File: config.mk
export PLATFORM = sky130hd
export DESIGN_NAME = bounded_array_deque_unit
export DESIGN_NICKNAME = d
export VERILOG_FILES = /design/src/rtl/bdq_pkg.sv /design/src/rtl/bounded_array_deque_unit.sv /design/src/rtl/bdq_ram.sv /design/src/rtl/bdq_ctrl.sv
export SDC_FILE = /design/constraint.sdc
export NUM_CORES = 1
export LEC_CHECK = 0
export BUFFER_PORTS_ARGS = -buffer_cell sky130_fd_sc_hd__buf_2
export CAP_MARGIN = 20
export CORE_MARGIN = 2
export CORE_UTILIZATION = 50
export CTS_CLUSTER_SIZE = 40
export DETAILED_ROUTE_END_ITERATION = 6
export PLACE_DENSITY = 0.67
export SYNTH_ARGS = -nofsm -noshare
export SYNTH_HDL_FRONTEND = slang
export SYNTH_SLANG_ARGS = --single-unit
File: constraint.sdc
create_clock -name clk -period 5.75 [get_ports clk]
set_clock_uncertainty 0.1 [all_clocks]
set_input_delay 0.8625 -clock clk [delete_from_list [all_inputs] [get_ports clk]]
set_output_delay 0.8625 -clock clk [all_outputs]
set_load 0.02 [all_outputs]
File: src/rtl/bdq_pkg.sv
`timescale 1ns / 1ps
package bdq_pkg;

  // Fixed field widths of the stream words.
  localparam int VALUE_W   = 32;
  localparam int REQ_W     = 3;
  localparam int IN_DATA_W = 32;
  localparam int OUT_DATA_W = 40;
  localparam int DEPTH_DEF = 16;

  // Request codes carried in the input tuser.
  localparam logic [REQ_W-1:0] REQ_CLEAR     = 3'd0;
  localparam logic [REQ_W-1:0] REQ_PUSH_TAIL = 3'd1;
  localparam logic [REQ_W-1:0] REQ_POP_TAIL  = 3'd2;
  localparam logic [REQ_W-1:0] REQ_PUSH_HEAD = 3'd3;
  localparam logic [REQ_W-1:0] REQ_POP_HEAD  = 3'd4;
  localparam logic [REQ_W-1:0] REQ_LIST      = 3'd5;

  typedef enum logic [1:0] {
    ST_IDLE,
    ST_READ,
    ST_SEND
  } state_t;

  // Strobes from the controller to the entry memory.
  typedef struct packed {
    logic wr_en;
    logic rd_en;
  } ram_ctl_t;

endpackage

File: src/rtl/bounded_array_deque_unit.sv
`timescale 1ns / 1ps
// Channel   Dir  Ports           Contents
// s_axis    in   tdata, tuser    request word: operation code and value to insert
// m_axis    out  tdata, tuser,   result word: success flag, listed entry,
//                tlast           entry flag and end-of-answer mark
//
// Clear, push and drop requests each answer with one word.
// A listing of a non-empty deque holds the request side until its last entry is
// loaded; for each stored entry, ST_READ reads the entry memory, whose read port
// is registered, and ST_SEND then loads the output register.
// Reset clears the count, the head pointer and the output valid; the memory
// itself is not cleared, since only entries below the count are ever read.
// A stalled output holds the request side until the result word is taken.
module bounded_array_deque_unit #(
  parameter int DEPTH = bdq_pkg::DEPTH_DEF
) (
  input  logic                            clk,
  input  logic                            rst,
  input  logic                            s_axis_tvalid,
  output logic                            s_axis_tready,
  // [31:0] value
  input  logic [bdq_pkg::IN_DATA_W-1:0]   s_axis_tdata,
  // [2:0] req_type
  input  logic [bdq_pkg::REQ_W-1:0]       s_axis_tuser,
  output logic                            m_axis_tvalid,
  input  logic                            m_axis_tready,
  // [0] ok, [32:1] item, [39:33] zero
  output logic [bdq_pkg::OUT_DATA_W-1:0]  m_axis_tdata,
  // [0] item_valid
  output logic                            m_axis_tuser,
  output logic                            m_axis_tlast
);
  import bdq_pkg::*;

  // Entries live in a ring addressed from a head pointer, so inserting or
  // dropping at the head moves the pointer instead of every stored word.
  localparam int IW = (DEPTH > 1) ? $clog2(DEPTH) : 1;

  ram_ctl_t           ram_ctl;
  logic [IW-1:0]      waddr;
  logic [IW-1:0]      raddr;
  logic [VALUE_W-1:0] wdata;
  logic [VALUE_W-1:0] rdata;
  logic               res_ok;
  logic [VALUE_W-1:0] res_item;

  bdq_ctrl #(
    .DEPTH (DEPTH),
    .IW    (IW)
  ) u_ctrl (
    .clk        (clk),
    .rst        (rst),
    .in_valid   (s_axis_tvalid),
    .in_ready   (s_axis_tready),
    .req_type   (s_axis_tuser),
    .value      (s_axis_tdata[VALUE_W-1:0]),
    .out_valid  (m_axis_tvalid),
    .out_ready  (m_axis_tready),
    .ok         (res_ok),
    .item       (res_item),
    .item_valid (m_axis_tuser),
    .last       (m_axis_tlast),
    .ram_ctl    (ram_ctl),
    .waddr      (waddr),
    .wdata      (wdata),
    .raddr      (raddr),
    .rdata      (rdata)
  );

  bdq_ram #(
    .DEPTH (DEPTH),
    .IW    (IW)
  ) u_ram (
    .clk   (clk),
    .ctl   (ram_ctl),
    .waddr (waddr),
    .wdata (wdata),
    .raddr (raddr),
    .rdata (rdata)
  );

  // The output word is padded with zeros up to a whole number of bytes.
  assign m_axis_tdata = {(OUT_DATA_W - VALUE_W - 1)'(0), res_item, res_ok};

endmodule

File: src/rtl/bdq_ram.sv
`timescale 1ns / 1ps
module bdq_ram #(
  parameter int DEPTH = bdq_pkg::DEPTH_DEF,
  parameter int IW    = (DEPTH > 1) ? $clog2(DEPTH) : 1
) (
  input  logic                         clk,
  input  bdq_pkg::ram_ctl_t            ctl,
  input  logic [IW-1:0]                waddr,
  input  logic [bdq_pkg::VALUE_W-1:0]  wdata,
  input  logic [IW-1:0]                raddr,
  output logic [bdq_pkg::VALUE_W-1:0]  rdata
);
  import bdq_pkg::*;

  logic [VALUE_W-1:0] mem [DEPTH];

  always_ff @(posedge clk) begin
    if (ctl.wr_en) begin
      mem[waddr] <= wdata;
    end
  end

  // Read data is registered and holds until the next read.
  always_ff @(posedge clk) begin
    if (ctl.rd_en) begin
      rdata <= mem[raddr];
    end
  end

endmodule

File: src/rtl/bdq_ctrl.sv
`timescale 1ns / 1ps
module bdq_ctrl #(
  parameter int DEPTH = bdq_pkg::DEPTH_DEF,
  parameter int IW    = (DEPTH > 1) ? $clog2(DEPTH) : 1
) (
  input  logic                         clk,
  input  logic                         rst,
  input  logic                         in_valid,
  output logic                         in_ready,
  input  logic [bdq_pkg::REQ_W-1:0]    req_type,
  input  logic [bdq_pkg::VALUE_W-1:0]  value,
  output logic                         out_valid,
  input  logic                         out_ready,
  output logic                         ok,
  output logic [bdq_pkg::VALUE_W-1:0]  item,
  output logic                         item_valid,
  output logic                         last,
  output bdq_pkg::ram_ctl_t            ram_ctl,
  output logic [IW-1:0]                waddr,
  output logic [bdq_pkg::VALUE_W-1:0]  wdata,
  output logic [IW-1:0]                raddr,
  input  logic [bdq_pkg::VALUE_W-1:0]  rdata
);
  import bdq_pkg::*;

  localparam int CW = $clog2(DEPTH + 1);
  localparam logic [IW-1:0] LAST_IDX = IW'(DEPTH - 1);
  localparam logic [IW:0]   DEPTH_X  = (IW + 1)'(DEPTH);
  localparam logic [CW-1:0] DEPTH_C  = CW'(DEPTH);

  state_t state, state_next;
  logic [IW-1:0] head, head_next;
  logic [CW-1:0] count, count_next;
  logic [IW-1:0] lidx, lidx_next;
  logic lidx_last, lidx_last_next;

  logic out_valid_next, ok_next, item_valid_next, last_next;
  logic [VALUE_W-1:0] item_next;

  logic slot_free, accept, is_full, is_empty;
  logic [IW-1:0] offset;
  logic [IW:0]   addr_sum;
  logic [IW-1:0] phys;
  logic [IW-1:0] head_dec, head_inc;

  assign slot_free = !out_valid || out_ready;
  assign in_ready  = (state == ST_IDLE) && slot_free;
  assign accept    = in_valid && in_ready;
  assign is_full   = (count == DEPTH_C);
  assign is_empty  = (count == '0);

  assign head_dec = (head == '0) ? LAST_IDX : head - 1'b1;
  assign head_inc = (head == LAST_IDX) ? '0 : head + 1'b1;

  // Logical position to ring address: head plus offset, wrapped once.
  assign offset   = (state == ST_IDLE) ? count[IW-1:0] : lidx;
  assign addr_sum = {1'b0, head} + {1'b0, offset};
  assign phys     = (addr_sum >= DEPTH_X) ? IW'(addr_sum - DEPTH_X) : addr_sum[IW-1:0];

  always_comb begin
    state_next      = state;
    head_next       = head;
    count_next      = count;
    lidx_next       = lidx;
    lidx_last_next  = lidx_last;
    out_valid_next  = out_valid && !out_ready;
    ok_next         = ok;
    item_next       = item;
    item_valid_next = item_valid;
    last_next       = last;
    ram_ctl         = '0;
    waddr           = phys;
    wdata           = value;
    raddr           = phys;

    case (state)
      ST_IDLE: begin
        if (accept) begin
          out_valid_next  = 1'b1;
          ok_next         = 1'b0;
          item_next       = '0;
          item_valid_next = 1'b0;
          last_next       = 1'b1;
          case (req_type)
            REQ_CLEAR: begin
              count_next = '0;
              ok_next    = 1'b1;
            end
            REQ_PUSH_TAIL: begin
              if (!is_full) begin
                ram_ctl.wr_en = 1'b1;
                count_next    = count + 1'b1;
                ok_next       = 1'b1;
              end
            end
            REQ_POP_TAIL: begin
              if (!is_empty) begin
                count_next = count - 1'b1;
                ok_next    = 1'b1;
              end
            end
            REQ_PUSH_HEAD: begin
              if (!is_full) begin
                ram_ctl.wr_en = 1'b1;
                waddr         = head_dec;
                head_next     = head_dec;
                count_next    = count + 1'b1;
                ok_next       = 1'b1;
              end
            end
            REQ_POP_HEAD: begin
              if (!is_empty) begin
                head_next  = head_inc;
                count_next = count - 1'b1;
                ok_next    = 1'b1;
              end
            end
            REQ_LIST: begin
              if (!is_empty) begin
                out_valid_next = 1'b0;
                lidx_next      = '0;
                state_next     = ST_READ;
              end
            end
            default: begin
            end
          endcase
        end
      end
      ST_READ: begin
        ram_ctl.rd_en  = 1'b1;
        lidx_last_next = ((CW'(lidx) + 1'b1) == count);
        state_next     = ST_SEND;
      end
      ST_SEND: begin
        if (slot_free) begin
          out_valid_next  = 1'b1;
          ok_next         = 1'b1;
          item_next       = rdata;
          item_valid_next = 1'b1;
          last_next       = lidx_last;
          if (lidx_last) begin
            state_next = ST_IDLE;
          end else begin
            lidx_next  = lidx + 1'b1;
            state_next = ST_READ;
          end
        end
      end
      default: begin
        state_next = ST_IDLE;
      end
    endcase
  end

  always_ff @(posedge clk) begin
    if (rst) begin
      state     <= ST_IDLE;
      head      <= '0;
      count     <= '0;
      out_valid <= 1'b0;
    end else begin
      state     <= state_next;
      head      <= head_next;
      count     <= count_next;
      out_valid <= out_valid_next;
    end
  end

  always_ff @(posedge clk) begin
    lidx       <= lidx_next;
    lidx_last  <= lidx_last_next;
    ok         <= ok_next;
    item       <= item_next;
    item_valid <= item_valid_next;
    last       <= last_next;
  end

endmodule

==> out/results.ini, run 1 <==
[routing]
vias=10750
detail_route.wl_per_cell_um=26.80
vias_per_cell=5.951
wirelength_um=48430
postRouteAntennaNets=0
drt-initial-drc-count=1137
dr.pass1.iters=7
remaining_drc_errors=1

[clock_network]
clk_path_buf_depth=3
cts_sinks=596
cts_setup_buffers=0
clk_pin_slew_ps=60
cts.repair.resized=0
cts_buffers=59
cts_hold_buf=0
htree_levels=2
cts_tree=built
cts_root_buffer=clkbuf_16
insertion_delay_ps=620

[die]
fp.coreArea_mm2=0.04558
die_x_um=219.4
rows=78
ios=83
start_util=0.5091
die_area_mm2=0.04815
die_y_um=219.4

[worst_setup_path]
cp-start-kind=flip-flop
cp.arrival_ps=4680
path_max_fanout=60
worstSetupPathType=reg -> reg
path_cells=nor2_2, mux2_2, ha_4, inv_1, fa_4, o311a_1, nand3_1, a21oi_4, buf_12
crit_required_ps=5940
critPathCaptureType=flip-flop
slowest_stage=fa_4
slowest_delay_ps=1460

[run_status]
status=finished, violations left
violations=design-rule violations

[pwr]
p_sw_frac=0.2159
p_comb_frac=0.089
power.density_mw_per_mm2=354.1
power_frac_seq=0.518
leakage_nw=8.428
p_clk_frac=0.393
peakVddDrop_mv=0.2878
intPower_mw=7.339
p_sw_mw=2.021

[placed_design]
dp_slack_ps=1232
place_hpwl_um=25170
routabilityCongestion=0.7777
port_buffers=75

[final_layout]
nets=1208
regArea_mm2=0.01778
fillerInstances=3281
layout-drive-gt1-share=0.3101
syn_to_final_growth_pct=13.93
multi_input_area_mm2=0.005325

[timing]
period_share=0.7811
final.min_clock_period_ps=4491
setup_viol=0
slew_headroom=0.3229
tightest_slew_ps=1016
rsz0062_at_grt=false
drv_slew=0
fmax_mhz=222.6
hold_viol_final=0
worst_slack_ps=1259
fin_hold_ws_ps=415.6
fin_tns_setup_ps=0

[logic_synthesis]
yosys.area.top_type=edfxtp_1
synth.distinct_cells=58
syn_inst=1049
synth_top_area_frac=0.7558
synth_warnings=0
ys_ff_latch=596
synth_edf_count=584
synth_most_common_cell=edfxtp_1
ys_async_sr_fraction=0
yosys-top-cells-area=edfxtp_1, mux4_2, dfxtp_1
syn_area_mm2=0.02320
avgSynthCellArea_um2=22.12
synth_ff_type=edfxtp_1
synth.top_cells.by_count=edfxtp_1, mux4_2, clkbuf_1
seq_area_frac_synth=0.7661

[global_routing]
grt_pass1_vias=11130
grt_max_degree=101
antenna_found_initial=2
grt_usage=0.2091
gr-total-overflow=0
grt_pass1_wl_um=72040

[hold_path]
hold_class=reg -> reg

[job]
drv_cap=0

-- state kept, by name (all words and copies together) (netlist names), 2 cells and up --
register,cells
u_ctrl.count,5
u_ctrl.head,4
u_ctrl.state,2
u_ram.rdata,32
u_ram.mem,512
u_ctrl.item,32
u_ctrl.lidx,4
-- cell families (layout without fill, tap and decap cells) --
kind of cell | Yosys count | in the layout | synth area share
compound gates | 64 | 64 | 0.01817
xor+xnor | 12 | 12 | 0.004529
fa+ha+maj | 11 | 11 | 0.006579
buf+inv | 72 | 223 | 0.01483
flops | 596 | 596 | 0.7661
mux | 167 | 167 | 0.1585
other cells | 1 | 8 | 0.0001616
simple gates | 126 | 126 | 0.03106
-- through the flow --
stage	std cells	util	power (mW)	instance area, um^2
after global routing	1806	0.5800	9.676	26430
after detailed placement	1697	0.5394	5.794	24580
final	1807	0.5801	9.360	26440
after floorplan	1055	-	5.562	23230
after global placement	1697	0.5394	5.782	24580
after CTS	1806	0.5800	9.456	26430
-- critical path: cells and delay by family (launching register included) --
family / cells / cell delay, ps
AOI/OAI and AO/OA: 2 / 910
adders and majority gates: 2 / 1590
buffers and inverters: 2 / 330
DFF: 1 / 530
muxes: 1 / 280
and+or+nand+nor: 2 / 400
-- power by group through the flow --
stage / clock network [mW] / logic, mW / registers (mW)
floorplan: 0 / 0.608 / 4.95
global placement: 0 / 0.842 / 4.94
detailed placement: 0 / 0.853 / 4.94
CTS: 3.75 / 0.856 / 4.85
global route: 3.92 / 0.903 / 4.85
finish: 3.67 / 0.836 / 4.85
-- layer usage --
layer,vias to the layer above,part of all wire,global-route usage
li1,4612,-,-
met1,5694,0.43,0.2974
met2,380,0.49,0.3416
met3,65,0.062,0.03687
met4,2,0.018,0.04932
met5,-,0.00014,0
-- path summary, 6_finish.rpt --
path | slack (ps) | cells past startpoint | end | from
setup / recovery | 1260 | 9 | u_ram.mem[8][22] | u_ctrl.state[1]
hold / removal | 420 | 1 | u_ctrl.item[27] | u_ram.rdata[27]
setup reg to reg | 1260 | 9 | u_ram.mem[8][22] | u_ctrl.state[1]
hold reg to reg | 420 | 1 | u_ctrl.item[27] | u_ram.rdata[27]
-- placed cells by master, fill, tap and decap left out, types with 5 or more instances in the layout --
cell         n
dfxtp_1     12
a21oi_4     16
xnor2_1      7
bufinv_16    5
a21oi_1      7
buf_2       75
o21ai_0     10
clkbuf_16   59
ha_1         8
nor2_1      24
clkbuf_1    11
nand2_1     11
buf_12       9
mux4_2     160
clkinv_2     7
conb_1       7
and2_1      33
edfxtp_1   584
nand3_1     13
buf_4       17
nor3_1       8
inv_1       13
clkinv_1    21
nand2b_1     9
-- final cells by class --
cell class                      count  share of cell area
Sequential cell                   596              0.6724
Multi-Input combinational cell    387              0.2014
Clock buffer                       70             0.05741
Tap cell                          600             0.02840
Timing Repair Buffer              101             0.02584
Clock inverter                     39             0.01254
Inverter                           13            0.001846
Antenna cell                        1          0.00009466
(Power assumes the default switching activity.)
==> run 2, diff against run 1 <==
==> constraint.sdc (replaced) <==
create_clock -name clk -period 4.59 [get_ports clk]
set_clock_uncertainty 0.1 [all_clocks]
set_input_delay 0.6885 -clock clk [delete_from_list [all_inputs] [get_ports clk]]
set_output_delay 0.6885 -clock clk [all_outputs]
set_load 0.02 [all_outputs]
==> run 2 against run 1 <==
  * The run now ends clean
  * Non-clock buffer count grew 10
  * Maximum frequency grew 13%
  * Die area is the same
  * Power grew 27%
  * First-iteration DRC count shrank 9.4%
  * Sequential share of layout area shrank 0.49 points
  * Critical path type unchanged
  * Critical endpoint is now u_ram.mem[2][8]
==> out/results.ini, run 2 (synthesis gave the netlist of run 1 again) <==
[clock_network]
cts_hold_buf=0
cts_root_buffer=clkbuf_16
cts.repair.resized=0
cts_buffers=57
clk_pin_slew_ps=60
htree_levels=2
insertion_delay_ps=610
cts_tree=built
cts_setup_buffers=0
clk_path_buf_depth=3
cts_sinks=596

[global_routing]
gr-total-overflow=0
busiest_layer=met2
antenna_found_initial=3
grt_pass1_vias=11040
gr-usage-met3=0.04006
grt_pass1_wl_um=70880
grt_usage=0.2054
use_met2=0.3338
grt_max_degree=77
use_met1=0.2882

[job]
drv_cap=0

[final_layout]
largest_register=u_ram.mem
final_common_cell=edfxtp_1
regArea_mm2=0.01778
stdcell_area_mm2=0.02663
largest_registers=u_ram.mem (512), u_ctrl.item (32), u_ram.rdata (32)
syn_to_final_growth_pct=14.76
nets=1216
finalNonFillerCells=1815
final_cell_mix=edfxtp_1, mux4_2, buf_2
multi_input_area_mm2=0.005325
largest_register_ffs=512
fillerInstances=3235
layout-drive-gt1-share=0.3237

[worst_setup_path]
path_cells=nor2_2, mux2_2, ha_4, inv_1, fa_4, a311oi_1, o21ai_0, a21oi_4, buf_12
worstSetupPathType=reg -> reg
crit_required_ps=4790
cp.arrival_ps=4160
path_max_fanout=23
slowest_stage=fa_4
cp-start-kind=flip-flop
slowest_delay_ps=680
critPathCaptureType=flip-flop

[placed_design]
port_buffers=75
place_area_mm2=0.02470
routabilityCongestion=0.8326
dp_slack_ps=670.1
place_inst=1707
place_hpwl_um=25880

[pwr]
intPower_mw=9.377
power.density_mw_per_mm2=447.1
p_sw_mw=2.529
leakage_nw=8.515
peakVddDrop_mv=0.3159
p_sw_frac=0.2124
p_clk_frac=0.402
p_comb_frac=0.088
power_frac_seq=0.510

[run_status]
status=finished, final reports clean

[timing]
fin_hold_ws_ps=326.2
rsz0062_at_grt=false
period_share=0.8625
drv_slew=0
fmax_mhz=252.6
slew_headroom=0.3211
worst_slack_ps=631.2
tightest_slew_ps=1013
setup_viol=0
hold_viol_final=0
final.min_clock_period_ps=3959

[die]
ios=83
die_y_um=219.4
fp.coreArea_mm2=0.04558
die_x_um=219.4
start_util=0.5091
rows=78
die_area_mm2=0.04815

[routing]
drt-initial-drc-count=1030
vias=10790
postRouteAntennaNets=0
vias_per_cell=5.944
detail_route.wl_per_cell_um=26.30
dr.pass1.iters=7
wirelength_um=47730
remaining_drc_errors=0

[hold_path]
hold_class=in -> reg

[run 2: cell types whose count changed in the layout (fill, tap and decap cells not counted)]
cell,delta
clkinv_1,-6
buf_12,+3
buf_4,+7
bufinv_16,+4
clkbuf_1,-5
clkinvlp_4,+5
clkbuf_16,-1
clkinv_8,-1
inv_8,+1
inv_6,-3
clkinv_2,+4
[run 2: area by class of cell]
class,instances,area share
diodes,1,0.00009397
multi-input cells,387,0.2000
inverters,13,0.001832
flip-flops and latches,596,0.6676
repair buffers,111,0.02988
well taps,600,0.02819
clock inverters,43,0.01710
clock buffers,64,0.05535
[run 2: final timing paths]
check / startpoint / to / cells after the start / slack, ps
hold reg to reg: u_ram.rdata[12] / u_ctrl.item[12] / 1 / 410
setup / recovery: u_ctrl.state[1] / u_ram.mem[2][8] / 9 / 630
setup reg to reg: u_ctrl.state[1] / u_ram.mem[2][8] / 9 / 630
hold / removal: rst / u_ctrl.count[1] / 2 / 330
[run 2: power by group through the flow]
stage	clock, mW	sequential, mW	combinational (mW)
detailed placement	0	6.19	1.06
finish	4.79	6.07	1.04
CTS	4.87	6.07	1.06
floorplan	0	6.20	0.765
global placement	0	6.19	1.04
global route	5.10	6.08	1.12
[run 2: stage by stage]
stage | TNS, ps | utilization | total power, mW
after floorplan | -47180 | - | 6.969
after global placement | 0 | 0.5419 | 7.228
after detailed placement | 0 | 0.5419 | 7.248
after CTS | 0 | 0.5842 | 12.01
after global routing | 0 | 0.5843 | 12.30
final | 0 | 0.5843 | 11.91
[run 2: layer usage]
layer / share of wire / vias up
li1: - / 4613
met1: 0.42 / 5720
met2: 0.49 / 383
met3: 0.066 / 71
met4: 0.021 / 2
met5: 0.00017 / -
[run 2: critical path: cells and delay by family, from the launching register on]
kind | cells | cell delay, ps
compound gates | 3 | 1250
mux | 1 | 400
fa+ha+maj | 2 | 840
flops | 1 | 410
buf+inv | 2 | 360
simple gates | 1 | 280
